## config.mk

```make
export PLATFORM = sky130hd
export DESIGN_NAME = min_tracking_stack
export DESIGN_NICKNAME = d
export VERILOG_FILES = /design/src/design/mts_pkg.sv /design/src/design/mts_ctrl.sv /design/src/design/mts_datapath.sv /design/src/design/min_tracking_stack.sv
export SDC_FILE = /design/constraint.sdc
export NUM_CORES = 2
export LEC_CHECK = 0
export ABC_AREA = 0
export BUFFER_PORTS_ARGS = -buffer_cell sky130_fd_sc_hd__buf_2
export CAP_MARGIN = 40
export CORE_MARGIN = 3
export CORE_UTILIZATION = 46
export CTS_BUF_LIST = sky130_fd_sc_hd__clkbuf_8
export CTS_CLUSTER_DIAMETER = 30
export DETAILED_ROUTE_END_ITERATION = 12
export PLACE_DENSITY = 0.7
export SLEW_MARGIN = 20
export SYNTH_ARGS = -nofsm -noshare
export SYNTH_HDL_FRONTEND = slang
export SYNTH_HIERARCHICAL = 1
export SYNTH_SLANG_ARGS = --single-unit
```

## constraint.sdc

```tcl
create_clock -name clk_i -period 8.2 [get_ports clk_i]
set_input_delay 1.64 -clock clk_i [delete_from_list [all_inputs] [get_ports clk_i]]
set_output_delay 1.64 -clock clk_i [all_outputs]
set_load 0.02 [all_outputs]
```

## src/design/mts_pkg.sv

```systemverilog
// shared types and codes for the min tracking stack
// used by mts_ctrl, mts_datapath and min_tracking_stack
package mts_pkg;

  localparam int unsigned DefaultDepth = 64;

  localparam int unsigned DataW  = 32;
  localparam int unsigned KindW  = 2;
  localparam int unsigned StatW  = 2;
  localparam int unsigned DepthW = 7;

  typedef enum logic [KindW-1:0] {
    KIND_QUERY = 2'd0,
    KIND_PUSH  = 2'd1,
    KIND_POP   = 2'd2,
    KIND_RSVD  = 2'd3
  } kind_e;

  typedef enum logic [StatW-1:0] {
    STAT_OK        = 2'd0,
    STAT_POP_EMPTY = 2'd1,
    STAT_PUSH_FULL = 2'd2,
    STAT_RSVD      = 2'd3
  } stat_e;

  // controller to datapath
  typedef struct packed {
    logic  push;      // store the input word, old top goes to memory
    logic  pop;       // drop the top, fetch the entry below it
    logic  load_top;  // take the fetched entry as the new top
    logic  set_stat;  // capture stat for the result
    stat_e stat;
  } cmd_t;

  // datapath to controller
  typedef struct packed {
    logic empty;
    logic full;
  } flags_t;

endpackage

```

## src/design/mts_ctrl.sv

```systemverilog
// controller for the min tracking stack: sequences accept, pop fetch and result
// depends on mts_pkg
module mts_ctrl
  import mts_pkg::*;
(
  input  logic              clk_i,
  input  logic              rst_ni,
  input  logic              start_i,
  input  logic [KindW-1:0]  kind_i,
  input  flags_t            flags_i,
  output cmd_t              cmd_o,
  output logic              busy_o,
  output logic              done_o
);

  localparam logic [1:0] S_IDLE = 2'd0;
  localparam logic [1:0] S_LOAD = 2'd1;
  localparam logic [1:0] S_RESP = 2'd2;

  logic [1:0] state_q, state_d;
  logic       accept;

  assign accept = start_i && (state_q == S_IDLE);
  assign busy_o = (state_q != S_IDLE);
  assign done_o = (state_q == S_RESP);

  always_comb begin
    state_d = state_q;
    cmd_o   = '{push: 1'b0, pop: 1'b0, load_top: 1'b0, set_stat: 1'b0, stat: STAT_OK};
    unique case (state_q)
      S_IDLE: begin
        if (accept) begin
          cmd_o.set_stat = 1'b1;
          state_d        = S_RESP;
          case (kind_i)
            KIND_PUSH: begin
              if (flags_i.full) begin
                cmd_o.stat = STAT_PUSH_FULL;
              end else begin
                cmd_o.push = 1'b1;
              end
            end
            KIND_POP: begin
              if (flags_i.empty) begin
                cmd_o.stat = STAT_POP_EMPTY;
              end else begin
                cmd_o.pop = 1'b1;
                state_d   = S_LOAD;
              end
            end
            default: begin
              // query, and the unused code acts as a query
            end
          endcase
        end
      end
      S_LOAD: begin
        cmd_o.load_top = 1'b1;
        state_d        = S_RESP;
      end
      S_RESP: begin
        state_d = S_IDLE;
      end
      default: begin
        state_d = S_IDLE;
      end
    endcase
  end

  always_ff @(posedge clk_i or negedge rst_ni) begin
    if (!rst_ni) begin
      state_q <= S_IDLE;
    end else begin
      state_q <= state_d;
    end
  end

endmodule

```

## src/design/mts_datapath.sv

```systemverilog
// datapath for the min tracking stack: top entry in registers, the rest in memory
// depends on mts_pkg
module mts_datapath
  import mts_pkg::*;
#(
  parameter int unsigned DEPTH = DefaultDepth
) (
  input  logic                     clk_i,
  input  logic                     rst_ni,
  input  logic signed [DataW-1:0]  push_value_i,
  input  cmd_t                     cmd_i,
  output flags_t                   flags_o,
  output logic signed [DataW-1:0]  top_value_o,
  output logic signed [DataW-1:0]  min_value_o,
  output logic [DepthW-1:0]        depth_o,
  output logic                     is_empty_o,
  output logic                     is_full_o,
  output logic [StatW-1:0]         status_o
);

  localparam int unsigned AW = (DEPTH > 1) ? $clog2(DEPTH) : 1;
  localparam int unsigned CW = $clog2(DEPTH + 1);

  // each memory word holds a value and its running minimum
  logic [2*DataW-1:0] mem_q [DEPTH];
  logic [2*DataW-1:0] rd_q;

  logic [CW-1:0]            count_q, count_d;
  logic signed [DataW-1:0]  top_val_q, top_val_d;
  logic signed [DataW-1:0]  top_min_q, top_min_d;
  stat_e                    stat_q;

  logic [CW-1:0]            wr_ptr, rd_ptr;
  logic signed [DataW-1:0]  new_min;
  logic                     empty, full;

  assign empty = (count_q == '0);
  assign full  = (count_q == CW'(DEPTH));
  assign flags_o = '{empty: empty, full: full};

  // old top goes to the slot just below the new top
  assign wr_ptr = count_q - CW'(1);
  assign rd_ptr = count_q - CW'(2);

  always_comb begin
    new_min = push_value_i;
    if (!empty && (top_min_q < push_value_i)) begin
      new_min = top_min_q;
    end
  end

  always_comb begin
    count_d   = count_q;
    top_val_d = top_val_q;
    top_min_d = top_min_q;
    if (cmd_i.push) begin
      count_d   = count_q + CW'(1);
      top_val_d = push_value_i;
      top_min_d = new_min;
    end else if (cmd_i.pop) begin
      count_d = count_q - CW'(1);
    end else if (cmd_i.load_top) begin
      top_val_d = rd_q[2*DataW-1:DataW];
      top_min_d = rd_q[DataW-1:0];
    end
  end

  always_ff @(posedge clk_i) begin
    if (cmd_i.push && !empty) begin
      mem_q[wr_ptr[AW-1:0]] <= {top_val_q, top_min_q};
    end
    rd_q <= mem_q[rd_ptr[AW-1:0]];
  end

  always_ff @(posedge clk_i) begin
    top_val_q <= top_val_d;
    top_min_q <= top_min_d;
  end

  always_ff @(posedge clk_i or negedge rst_ni) begin
    if (!rst_ni) begin
      count_q <= '0;
      stat_q  <= STAT_OK;
    end else begin
      count_q <= count_d;
      if (cmd_i.set_stat) begin
        stat_q <= cmd_i.stat;
      end
    end
  end

  assign top_value_o = empty ? '0 : top_val_q;
  assign min_value_o = empty ? '0 : top_min_q;
  assign depth_o     = DepthW'(count_q);
  assign is_empty_o  = empty;
  assign is_full_o   = full;
  assign status_o    = stat_q;

endmodule

```

## src/design/min_tracking_stack.sv

```systemverilog
// top level of the min tracking stack: controller plus datapath
// depends on mts_pkg, mts_ctrl, mts_datapath
//
//   channel   strobe    hold-off   ports
//   command   start     busy       kind_i, push_value_i
//   result    done_o    none       top_value_o, min_value_o, depth_o,
//                                  is_empty_o, is_full_o, status_o
//
// a query or push gives its result word in the cycle after accept; a pop goes
// through S_LOAD, for the registered read port of the entry memory below the top
// the result word shows for one cycle with done_o, and the next word is taken
// the cycle after, so no new command is taken until the last result has shown;
// the receiver cannot stall the block
// reset clears the entry count and the state; memory contents are not cleared
module min_tracking_stack
  import mts_pkg::*;
#(
  parameter int unsigned DEPTH = DefaultDepth
) (
  input  logic                     clk_i,
  input  logic                     rst_ni,
  input  logic                     start,
  output logic                     busy,
  input  logic [KindW-1:0]         kind_i,
  input  logic signed [DataW-1:0]  push_value_i,
  output logic                     done_o,
  output logic signed [DataW-1:0]  top_value_o,
  output logic signed [DataW-1:0]  min_value_o,
  output logic [DepthW-1:0]        depth_o,
  output logic                     is_empty_o,
  output logic                     is_full_o,
  output logic [StatW-1:0]         status_o
);

  cmd_t   cmd;
  flags_t flags;

  mts_ctrl u_ctrl (
    .clk_i   (clk_i),
    .rst_ni  (rst_ni),
    .start_i (start),
    .kind_i  (kind_i),
    .flags_i (flags),
    .cmd_o   (cmd),
    .busy_o  (busy),
    .done_o  (done_o)
  );

  mts_datapath #(
    .DEPTH (DEPTH)
  ) u_datapath (
    .clk_i        (clk_i),
    .rst_ni       (rst_ni),
    .push_value_i (push_value_i),
    .cmd_i        (cmd),
    .flags_o      (flags),
    .top_value_o  (top_value_o),
    .min_value_o  (min_value_o),
    .depth_o      (depth_o),
    .is_empty_o   (is_empty_o),
    .is_full_o    (is_full_o),
    .status_o     (status_o)
  );

endmodule
```

==> results by group <==
Clock network
  • H-tree levels: 6
  • Clock slew at reported path FFs: 50 ps
  • Post-CTS setup buffers: 0
  • CTS tree: done
  • CTS root buf: clkbuf_8
  • CTS sink cnt: 4235
  • Hold Buf Count CTS: 0
  • Post-CTS Resized: 0
  • Clock latency on the worst-skew pair: 1220 ps
  • Total CTS buffers: 734
  • Clk buf depth: 4

Worst setup path
  • CP Capture Type: output pin
  • Worst EP arrival: 4120 ps
  • Critical path class: flip-flop to output pin
  • Critical path peak fanout: 48
  • Critical Path Start Type: flip-flop
  • Worst EP required: 6560 ps

Route
  • Via count: 80200
  • DR iter-0 viols: 12000
  • # DRC: 0
  • Drt pass-1 iters: 6
  • Routed len/inst: 33.9 um
  • Antenna Nets Post-Route: 0
  • Drt via density: 6.21
  • Post-Route WL: 437000 um

Final layout
  • Reg area: 126000 um^2
  • Fillers: 25800
  • Multi-input logic area: 34100 um^2
  • Layout Nets: 7772
  • Share of layout cells above drive strength 1: 33.8%
  • Area delta synth->final: 15.2%

STA
  • Finish-stage setup viols: 0
  • RSZ-0062 raised after global routing: false
  • Max Slew Vio Count: 0
  • Final Cycle Share: 70.3%
  • Worst Skew: 81.1 ps
  • Slew @ Worst Pin: 1000 ps
  • Max frequency: 173 MHz
  • Slew headroom: 33.0%
  • WHS: 411 ps
  • Period minus WS final: 5760 ps
  • Sum Neg Setup Slack: 0 ps
  • Final hold viol count: 0

Hold path
  • Hold Crit Class: input pin to asynchronous set/reset pin

Global routing
  • GR Overflow Total: 0
  • Largest net degree at the start of global routing: 143
  • First-pass GRT wire length: 618000 um
  • Vias in the first global route: 81700
  • Initial antenna violation count: 36
  • Total GRT Usage: 24.4%

Die
  • Chip height: 600 um
  • # IOs: 114
  • Core Area: 350000 um^2
  • Row Count: 217
  • Die area: 360000 um^2
  • Die W: 600 um
  • Initial core utilization: 46.3%

Yosys
  • Register bit total from synthesis: 4235
  • Asr flop ratio synth: 0.260%
  • Synth Cell Area: 162000 um^2
  • Ys Warns: 6
  • Top_reg_cell synth: edfxtp_1
  • Sequential share of the synthesized area: 78.0%
  • Cell count after synthesis: 6858
  • Net count after synthesis: 6934
  • Synth Area per Inst: 23.6 um^2
  • Unique masters post-synth: 47
  • Number of enable flip-flop cells after synthesis: 4160

Placed design
  • IO Port Bufs: 113
  • Placer Congestion: 0.887
  • Detail Placement HPWL: 263000 um

Status
  • Status: completed

Pwr
  • Pleak: 59.5 nW
  • Pwr dens: 352 nW/um^2
  • Maximum vdd drop: 0.515 mV
  • Final Total Pwr: 65.8 mW

Run
  • Maxcap violations: 0
power breakdown:
part	internal (mW)	total, mW	switching (mW)
Clock	10.5	19.4	8.85
Sequential	24.6	24.9	0.273
Combinational	9.33	21.5	12.2
Total	44.5	65.8	21.3
layer usage:
metal | wire length (um) | GRT usage (%) | up-vias | share of wire (%)
met2 | 208000 | 38.2 | 5161 | 48
met4 | 25800 | 12.4 | 4 | 5.9
met3 | 51200 | 6.24 | 975 | 12
li1 | - | - | 31300 | -
met5 | 30 | 0 | - | 0.0069
met1 | 153000 | 31.8 | 42800 | 35
per-stage QoR:
step | setup slack [ps] | utilization [%] | instances | instance area (um^2)
after detailed placement | 2270 | 48.9 | 11500 | 171000
after global placement | 1850 | 48.3 | 11500 | 169000
after floorplan | 2140 | - | 6858 | 162000
after global routing | 2320 | 53.3 | 12900 | 187000
after CTS | 2100 | 53.1 | 12900 | 186000
final | 2440 | 53.3 | 12900 | 187000
cell type report:
cell class,count,area share [%]
diodes,27,0.0362
flip-flops and latches,4235,67.7
repair buffers,466,2.68
inverters,104,0.210
well taps,4599,3.08
clock inverters,572,2.44
clock buffers,757,5.58
multi-input cells,2155,18.3
flip-flops by register name, indices dropped and copies added (netlist names):
name and count:
u_datapath/depth_o 7, u_ctrl/state_q 2, u_datapath/top_val_q 32, u_datapath/rd_q 64, u_datapath/top_min_q 32, u_datapath/mem_q 4096, u_datapath/status_o 2
worst max-delay path: stages, from the launching register on:
cell and delay (ps):
dfrtp_4 930, inv_1 240, ha_1 270, or3b_2 220, nor3_2 50, buf_4 240, buf_12 220, nor2b_1 490
buf_2 270
worst paths after layout:
check / from / to / slack (ps) / depth (start not counted)
setup / recovery: u_datapath/depth_o[0]$_DFFE_PN0P_ / min_value_o[0] / 2440 / 8
hold / removal: rst_ni / u_datapath/status_o[1]$_DFFE_PN0P_ / 410 / 1
setup reg to reg: u_datapath/depth_o[0]$_DFFE_PN0P_ / u_datapath/mem_q[50][34]$_DFFE_PP_ / 2880 / 12
hold reg to reg: u_datapath/rd_q[19]$_DFF_P_ / u_datapath/top_min_q[19]$_DFFE_PP_ / 510 / 2
max in group asynchronous: rst_ni / u_datapath/depth_o[1]$_DFFE_PN0P_ / 7450 / 1
min in group clk_i: u_datapath/rd_q[19]$_DFF_P_ / u_datapath/top_min_q[19]$_DFFE_PP_ / 510 / 2
cell usage in the layout (no fill, tap or decap), drive strengths merged, types with 3 or more instances in the layout:
cell type,n
edfxtp,4160
mux4,1214
clkbuf,757
buf,466
inv,322
clkinv,268
nor2,149
nand2,135
o21ai,76
nand2b,67
a211oi,66
nor2b,65
o22ai,65
mux2i,64
o2111ai,64
dfxtp,64
o2111a,63
bufinv,56
ha,39
clkinvlp,30
diode,27
a21oi,21
dfrtp,11
xnor2,9
nor3,9
nand4,7
nor3b,7
nand3,6
xor2,6
mux2,4
or2,3
Yosys cell counts, types with 2 or more instances:
master / count / area, um^2
edfxtp_1: 4160 / 125000
mux4_2: 1214 / 27300
clkbuf_1: 175 / 657
nor2_1: 149 / 559
nand2_1: 135 / 507
buf_2: 114 / 571
inv_1: 104 / 390
o21ai_0: 74 / 370
nand2b_1: 67 / 419
a211oi_1: 66 / 495
nor2b_1: 65 / 407
o22ai_1: 65 / 407
dfxtp_1: 64 / 1280
mux2i_1: 64 / 641
o2111ai_1: 64 / 561
o2111a_1: 63 / 709
buf_4: 39 / 293
ha_1: 39 / 488
a21oi_1: 21 / 105
buf_1: 21 / 78.8
buf_6: 15 / 169
dfrtp_1: 11 / 275
nor3_1: 9 / 45.0
xnor2_1: 9 / 78.8
nand4_1: 7 / 43.8
nand3_1: 6 / 30.0
nor3b_1: 6 / 45.0
xor2_1: 5 / 43.8
mux2_2: 4 / 45.0
a21o_1: 2 / 15.0
and3b_1: 2 / 17.5
nor4_1: 2 / 12.5
o21ai_1: 2 / 10.0
or2_2: 2 / 12.5
logic make-up (layout without fill, tap and decap cells):
group | after synthesis | after routing | share of synthesized area [%]
flip-flops | 4235 | 4235 | 78.0
multiplexers | 1282 | 1282 | 17.3
buffers and inverters | 468 | 1899 | 1.33
AND/OR/NAND/NOR | 458 | 458 | 1.33
AO/OA/AOI/OAI | 361 | 361 | 1.67
adder cells (fa/ha/maj) | 39 | 39 | 0.301
XOR/XNOR | 15 | 15 | 0.0857
other | 0 | 27 | 0
No activity file was read; power rests on OpenSTA's default activity.
